[src/rtl/extended_euclid_gcd_defines.svh]
// Assertion macros for the extended Euclid GCD block.
`ifndef EXTENDED_EUCLID_GCD_DEFINES_SVH
`define EXTENDED_EUCLID_GCD_DEFINES_SVH
`ifndef SYNTHESIS
`define EEG_ASSERT_IMP(label, clk, rst_n, cond, prop) \
	label: assert property (@(posedge clk) disable iff (!rst_n) (cond) |-> (prop)) \
		else $error("assertion failed");
`define EEG_ASSERT_NEXT(label, clk, rst_n, cond, prop) \
	label: assert property (@(posedge clk) disable iff (!rst_n) (cond) |=> (prop)) \
		else $error("assertion failed");
`else
`define EEG_ASSERT_IMP(label, clk, rst_n, cond, prop)
`define EEG_ASSERT_NEXT(label, clk, rst_n, cond, prop)
`endif
`endif

[src/rtl/eeg_pkg.sv]
// Shared types for the extended Euclid GCD block.
package eeg_pkg;

	typedef enum logic [2:0] {
		ST_IDLE,
		ST_CHK,
		ST_DIV,
		ST_MUL,
		ST_UPD,
		ST_OUT
	} state_t;

	// Controller to datapath commands.
	typedef struct packed {
		logic load;
		logic div_start;
		logic div_step;
		logic mul_step;
		logic update;
	} cmd_t;

	// Datapath to controller status.
	typedef struct packed {
		logic cur_zero;
		logic div_last;
		logic mul_last;
	} status_t;

endpackage

[src/rtl/eeg_datapath.sv]
// Datapath: remainder pair, coefficients, shift-subtract divider, serial multiplier.
module eeg_datapath #(
	parameter int W = 32
) (
	input  logic               clk,
	input  logic               arst_n,
	input  eeg_pkg::cmd_t      cmd,
	input  logic [W-1:0]       in_a,
	input  logic [W-1:0]       in_b,
	output eeg_pkg::status_t   status,
	output logic [W-1:0]       gcd_out,
	output logic [W:0]         x_out,
	output logic [W:0]         y_out
);
	localparam int CW = $clog2(W);

	logic [W-1:0] r_prev_q, r_cur_q;
	logic [W:0]   ka_prev_q, ka_cur_q, kb_prev_q, kb_cur_q;
	logic [W-1:0] quot_q, rem_q;
	logic [CW-1:0] cnt_q;
	logic [W:0]   pa_q, pb_q;

	logic [W:0] trial;
	assign trial = {rem_q, quot_q[W-1]} - {1'b0, r_cur_q};

	always_ff @(posedge clk or negedge arst_n) begin
		if (!arst_n) begin
			cnt_q <= '0;
		end else if (cmd.div_start) begin
			cnt_q <= CW'(W - 1);
		end else if ((cmd.div_step || cmd.mul_step) && cnt_q != '0) begin
			cnt_q <= cnt_q - CW'(1);
		end else if (cmd.div_step) begin
			cnt_q <= CW'(W - 1);
		end
	end

	always_ff @(posedge clk) begin
		if (cmd.load) begin
			r_prev_q  <= in_b;
			r_cur_q   <= in_a;
			kb_prev_q <= (W+1)'(1);
			ka_prev_q <= '0;
			kb_cur_q  <= '0;
			ka_cur_q  <= (W+1)'(1);
		end
		// restoring division, one quotient bit a cycle
		if (cmd.div_start) begin
			quot_q <= r_prev_q;
			rem_q  <= '0;
		end else if (cmd.div_step) begin
			if (!trial[W]) begin
				rem_q  <= trial[W-1:0];
				quot_q <= {quot_q[W-2:0], 1'b1};
			end else begin
				rem_q  <= {rem_q[W-2:0], quot_q[W-1]};
				quot_q <= {quot_q[W-2:0], 1'b0};
			end
		end
		// serial multiply q*k, accumulate products modulo 2^(W+1)
		if (cmd.div_step && cnt_q == '0) begin
			pa_q <= '0;
			pb_q <= '0;
		end else if (cmd.mul_step) begin
			pa_q <= (pa_q << 1) + (quot_q[cnt_q] ? ka_cur_q : '0);
			pb_q <= (pb_q << 1) + (quot_q[cnt_q] ? kb_cur_q : '0);
		end
		if (cmd.update) begin
			r_prev_q  <= r_cur_q;
			r_cur_q   <= rem_q;
			ka_prev_q <= ka_cur_q;
			ka_cur_q  <= ka_prev_q - pa_q;
			kb_prev_q <= kb_cur_q;
			kb_cur_q  <= kb_prev_q - pb_q;
		end
	end

	assign status.cur_zero = (r_cur_q == '0);
	assign status.div_last = (cnt_q == '0);
	assign status.mul_last = (cnt_q == '0);
	assign gcd_out = r_prev_q;
	assign x_out   = ka_prev_q;
	assign y_out   = kb_prev_q;
endmodule

[src/rtl/eeg_ctrl.sv]
// Controller: sequences load, divide, multiply and update steps.
`include "extended_euclid_gcd_defines.svh"
module eeg_ctrl (
	input  logic             clk,
	input  logic             arst_n,
	input  logic             in_valid,
	output logic             in_ready,
	output logic             out_valid,
	input  logic             out_ready,
	input  eeg_pkg::status_t status,
	output eeg_pkg::cmd_t    cmd
);
	eeg_pkg::state_t state_q, state_d;

	always_ff @(posedge clk or negedge arst_n) begin
		if (!arst_n) begin
			state_q <= eeg_pkg::ST_IDLE;
		end else begin
			state_q <= state_d;
		end
	end

	// next state and commands
	always_comb begin
		state_d = state_q;
		cmd = '0;
		in_ready = 1'b0;
		out_valid = 1'b0;
		case (state_q)
			eeg_pkg::ST_IDLE: begin
				in_ready = 1'b1;
				if (in_valid) begin
					cmd.load = 1'b1;
					state_d = eeg_pkg::ST_CHK;
				end
			end
			// done once the current remainder is zero
			eeg_pkg::ST_CHK: begin
				if (status.cur_zero) begin
					state_d = eeg_pkg::ST_OUT;
				end else begin
					cmd.div_start = 1'b1;
					state_d = eeg_pkg::ST_DIV;
				end
			end
			eeg_pkg::ST_DIV: begin
				cmd.div_step = 1'b1;
				if (status.div_last) state_d = eeg_pkg::ST_MUL;
			end
			eeg_pkg::ST_MUL: begin
				cmd.mul_step = 1'b1;
				if (status.mul_last) state_d = eeg_pkg::ST_UPD;
			end
			// commit the step, then check the new remainder
			eeg_pkg::ST_UPD: begin
				cmd.update = 1'b1;
				state_d = eeg_pkg::ST_CHK;
			end
			eeg_pkg::ST_OUT: begin
				out_valid = 1'b1;
				if (out_ready) state_d = eeg_pkg::ST_IDLE;
			end
			default: state_d = eeg_pkg::ST_IDLE;
		endcase
	end

	`EEG_ASSERT_IMP(a_rdy_idle, clk, arst_n, in_ready, state_q == eeg_pkg::ST_IDLE)
	`EEG_ASSERT_IMP(a_excl, clk, arst_n, out_valid, !in_ready)
	`EEG_ASSERT_NEXT(a_load, clk, arst_n, in_valid && in_ready, state_q == eeg_pkg::ST_CHK)
	`EEG_ASSERT_NEXT(a_hold, clk, arst_n, out_valid && !out_ready, out_valid)
endmodule

[src/rtl/extended_euclid_gcd.sv]
// Top level of the extended Euclid GCD block.
// Takes operands a, b; returns gcd g and Bezout x, y (OPERAND_WIDTH+1-bit two's complement)
// with x*a + y*b = g. One item at a time: s_tready is high only while idle. Each Euclid step
// is a check of the remainder, a one-bit-per-cycle restoring divider, a one-bit-per-cycle
// serial multiply of the quotient into both coefficients, then an update. a = 0 needs no
// step; at most about 46 steps for W=32.
module extended_euclid_gcd #(
	parameter int OPERAND_WIDTH = 32
) (
	input  logic                                  clk,
	input  logic                                  arst_n,
	input  logic                                  s_tvalid,
	output logic                                  s_tready,
	input  logic [((2*OPERAND_WIDTH+7)/8)*8-1:0]  s_tdata,  // operand_a, operand_b
	output logic                                  m_tvalid,
	input  logic                                  m_tready,
	output logic [((3*OPERAND_WIDTH+9)/8)*8-1:0]  m_tdata   // gcd_value, coeff_x, coeff_y
);
	localparam int W = OPERAND_WIDTH;
	localparam int OUT_BITS = ((3*OPERAND_WIDTH+9)/8)*8;
	eeg_pkg::cmd_t cmd;
	eeg_pkg::status_t status;
	logic [W-1:0] g;
	logic [W:0] x, y;

	eeg_ctrl u_ctrl (
		.clk(clk), .arst_n(arst_n), .in_valid(s_tvalid), .in_ready(s_tready),
		.out_valid(m_tvalid), .out_ready(m_tready), .status(status), .cmd(cmd)
	);

	eeg_datapath #(.W(W)) u_dp (
		.clk(clk), .arst_n(arst_n), .cmd(cmd),
		.in_a(s_tdata[W-1:0]), .in_b(s_tdata[2*W-1:W]),
		.status(status), .gcd_out(g), .x_out(x), .y_out(y)
	);

	assign m_tdata = OUT_BITS'({y, x, g});
endmodule

[config.mk]
export PLATFORM = sky130hd
export DESIGN_NAME = extended_euclid_gcd
export DESIGN_NICKNAME = d
export VERILOG_FILES = /design/src/rtl/eeg_pkg.sv /design/src/rtl/eeg_datapath.sv /design/src/rtl/eeg_ctrl.sv /design/src/rtl/extended_euclid_gcd.sv
export VERILOG_INCLUDE_DIRS = /design/src /design/src/rtl
export SDC_FILE = /design/constraint.sdc
export NUM_CORES = 1
export LEC_CHECK = 0
export ABC_AREA = 1
export ABC_CLOCK_PERIOD_IN_PS = 24900
export BUFFER_PORTS_ARGS = -buffer_cell sky130_fd_sc_hd__buf_2
export CORE_MARGIN = 8
export CORE_UTILIZATION = 49
export CTS_CLUSTER_SIZE = 12
export DETAILED_ROUTE_END_ITERATION = 7
export PLACE_DENSITY = 0.65
export SLEW_MARGIN = 20
export SYNTH_ARGS = -nofsm -noshare
export SYNTH_HDL_FRONTEND = slang
export SYNTH_SLANG_ARGS = --single-unit
[constraint.sdc]
create_clock -name clk -period 24.9 [get_ports clk]
set_input_delay 1.245 -clock clk [delete_from_list [all_inputs] [get_ports clk]]
set_output_delay 1.245 -clock clk [all_outputs]
set_load 0.02 [all_outputs]
==> flow_metrics.py <==
metrics = {
    "pwr": {
        "p_comb_frac": 0.624,
        "power_mw": 3.99,
        "power.internal_mw": 1.95,
        "power_switching_mw": 2.05,
        "vdd_drop_max_uv": 82.2,
        "leakage_nw": 12.4,
        "p_sw_frac": 0.513,
        "p_per_area_mw_per_mm2": 154,
        "p_clk_frac": 0.150,
        "seq_power_share": 0.226,
    },
    "die": {
        "start_util": 0.498,
        "num_rows": 79,
        "fp.dieArea_mm2": 0.0546,
        "die_y_um": 234,
        "boundaryPins": 174,
        "core_area_mm2": 0.0467,
        "die-width_um": 234,
    },
    "place": {
        "dp_hpwl_um": 55700,
        "dpl_worst_slack_ps": 20330,
        "postPlaceCellArea_mm2": 0.0245,
        "gp_congestion": 0.990,
        "post-place-cells": 3909,
        "port_buffers": 167,
    },
    "final_layout": {
        "final_layout_size_suffix_gt1_frac": 0.0832,
        "finalNonFillerCells": 3983,
        "fin_util": 0.555,
        "fin_nets": 3576,
        "fillers": 4576,
        "final_common_cell": "nand2_1",
        "antenna_cells": 0,
        "layout_common_cells": "787 x nand2_1, 445 x inv_1, 372 x nor2_1, 307 x a21oi_1, 254 x o21ai_0",
        "stdcell_area_mm2": 0.0259,
        "area_growth_pct": 11.5,
    },
    "synth": {
        "syn_area_per_cell_um2": 7.25,
        "netlist_area_mm2": 0.0232,
        "synth_area_leaders": "edfxtp_1 29%, nand2_1 13%, ha_1 8.6%, dfxtp_1 8.5%, inv_1 7.2%",
        "ys_seq_area_frac": 0.388,
        "synth_edf_count": 228,
        "yosysUniqueCellTypes": 48,
        "dominantRegCellSynth": "edfxtp_1",
        "synth-warning-count": 0,
        "synthCells": 3200,
        "yosys.area.top_type_share": 0.295,
        "synth_top_cell_by_area": "edfxtp_1",
        "async_flop_share": 0.0240,
        "yosys_register_bits": 334,
    },
    "run": {
        "max-cap-violations": 0,
    },
    "detailed_routing": {
        "drt-initial-drc-count": 1846,
        "wire_per_inst_um": 18.1,
        "drt_drc_violations_left": 0,
        "ant_nets": 0,
        "dr.pass1.iters": 6,
        "via_per_inst": 5.51,
        "drt_wl_total_um": 71900,
        "num_vias": 21900,
    },
    "clock_network": {
        "cts_setup_buffers": 0,
        "cts_resized": 0,
        "cts_hold_buffers": 0,
        "cts_max_level": 2,
        "cts_max_path_buffers": 3,
        "numCtsBuffers": 40,
        "cts.sinks": 334,
        "cts-root-buf": "clkbuf_16",
        "cts_tree": "done",
        "clk_pin_slew_ps": 60,
        "worstSkewPairLatency_ps": 570,
    },
    "worst_setup_path": {
        "critPathKind": "reg -> reg",
        "startpoint": "u_dp.cnt_q[0]",
        "worstPathArrival_ps": 5050,
        "cp.required_ps": 25370,
        "r2r_start": "u_dp.cnt_q[0]",
        "endpoint_kind": "flop",
        "startpoint_type": "flop",
        "crit_fanout": 63,
    },
    "timing": {
        "fin_crit_sh": 0.184,
        "hold_violations": 0,
        "hold_ws_ps": 478,
        "slew_violations": 0,
        "worst_pin_slew_ps": 1050,
        "skew_ps": 17.6,
        "worst_slack_ps": 20320,
        "fmax_mhz": 218,
        "finalCriticalPeriod_ps": 4580,
        "grt_setup_unrepaired": "no",
        "fin_setup_tns_ps": 0,
        "slew_headroom": 0.301,
        "finalSetupViolCount": 0,
    },
    "grt": {
        "grt_pass1_vias": 20800,
        "antenna_found_initial": 0,
        "grt_first_pass_wirelength_um": 112000,
        "grt_util_all_layers": 0.258,
        "grt_max_degree": 108,
        "gr-total-overflow": 0,
    },
    "min_path": {
        "hold_class": "reg -> reg",
        "min_from": "u_dp.rem_q[29]",
    },
    "status": {
        "status": "finished clean",
    },
}
==> final timing paths <==
| path | to | slack, ps | cells after the start |
|---|---|---|---|
| worst max register to register | u_dp.pa_q[23] | 20320 | 24 |
| worst min register to register | u_dp.rem_q[29] | 480 | 2 |
| worst min-delay path | u_dp.rem_q[29] | 480 | 2 |
| min in group asynchronous | u_ctrl.state_q[1] | 510 | 1 |
| worst max-delay path | u_dp.pa_q[23] | 20320 | 24 |
| max in group asynchronous | u_dp.cnt_q[2] | 24230 | 1 |
==> per-layer routing <==
| metal | track usage | wire length [um] |
|---|---|---|
| met5 | 0 | 0 |
| met4 | 0.110 | 3090 |
| met3 | 0.0307 | 3940 |
| met2 | 0.415 | 32400 |
| met1 | 0.349 | 32400 |
==> power groups by stage <==
stage | combinational (mW) | clock, mW | sequential [mW]
6_report | 2.49 | 0.599 | 0.903
5_1_grt | 2.81 | 0.631 | 0.919
4_1_cts | 2.46 | 0.611 | 0.901
3_5_place_dp | 2.45 | 0 | 0.911
3_3_place_gp | 2.42 | 0 | 0.909
2_1_floorplan | 1.86 | 0 | 0.903
==> cells in the mapped netlist (8+ instances only) <==
master and count:
o21bai_1 8, o21ai_0 254, clkbuf_1 50, buf_4 8, a21boi_0 8, dfxtp_1 98, nand4_1 35, nand3_1 165
buf_2 17, nor4_1 10, o211ai_1 8, nor2_1 373, inv_2 8, a21o_1 25, a31oi_1 8, o21a_1 20
nand3b_1 13, edfxtp_1 228, nand2_1 788, xnor2_1 23, dfrtp_1 8, nand2_2 8, ha_1 159, a21oi_1 308
nor3_1 39, inv_1 446, xor2_1 34
==> cell type report <==
class / count / area [um2] / share of cell area
Sequential cell: 334 / 9010 / 0.348
Timing Repair Buffer: 178 / 918 / 0.0355
Tap cell: 607 / 759 / 0.0293
Clock inverter: 19 / 209 / 0.00807
Multi-Input combinational cell: 2335 / 12100 / 0.469
Inverter: 455 / 1710 / 0.0662
Clock buffer: 55 / 1130 / 0.0436
==> cell families (layout without fill, tap and decap cells) <==
kind of cell | after synthesis | count (layout) | synth area share
AOI/OAI and AO/OA | 660 | 660 | 0.153
xor gates and xnor gates | 57 | 57 | 0.0215
adders and majority gates | 164 | 164 | 0.0900
buffers and inverters | 536 | 707 | 0.0908
DFF | 334 | 334 | 0.388
other | 1 | 6 | 0.000162
and+or+nand+nor | 1448 | 1448 | 0.256
==> sequential cells by signal, indices dropped and copies added (netlist names) <==
name and cells:
u_dp.cnt_q 5, u_dp.r_cur_q 32, u_dp.pa_q 33, u_dp.rem_q 32
u_dp.gcd_out 32, u_dp.quot_q 32, u_dp.kb_cur_q 33, u_dp.x_out 33
u_ctrl.state_q 3, u_dp.y_out 33, u_dp.ka_cur_q 33, u_dp.pb_q 33
==> worst max-delay path: stages, from the launching register on <==
cell and delay, ps:
dfrtp_1 710, inv_2 270, nand2_1 130, nand3_1 70, nand3_1 90, nand2_1 50
nand2_1 50, nand3_1 230, nand2_2 140, buf_4 530, nor2_1 90, ha_1 250
fa_1 430, nand3_1 100, nand3_1 130, a21boi_0 440, o21ai_2 150, nand2_1 80
nand2_1 90, nand2_1 80, nand2_1 60, nand2_1 50, nand2_1 50, o21ai_0 150
inv_1 50
(Power assumes the default switching activity.)
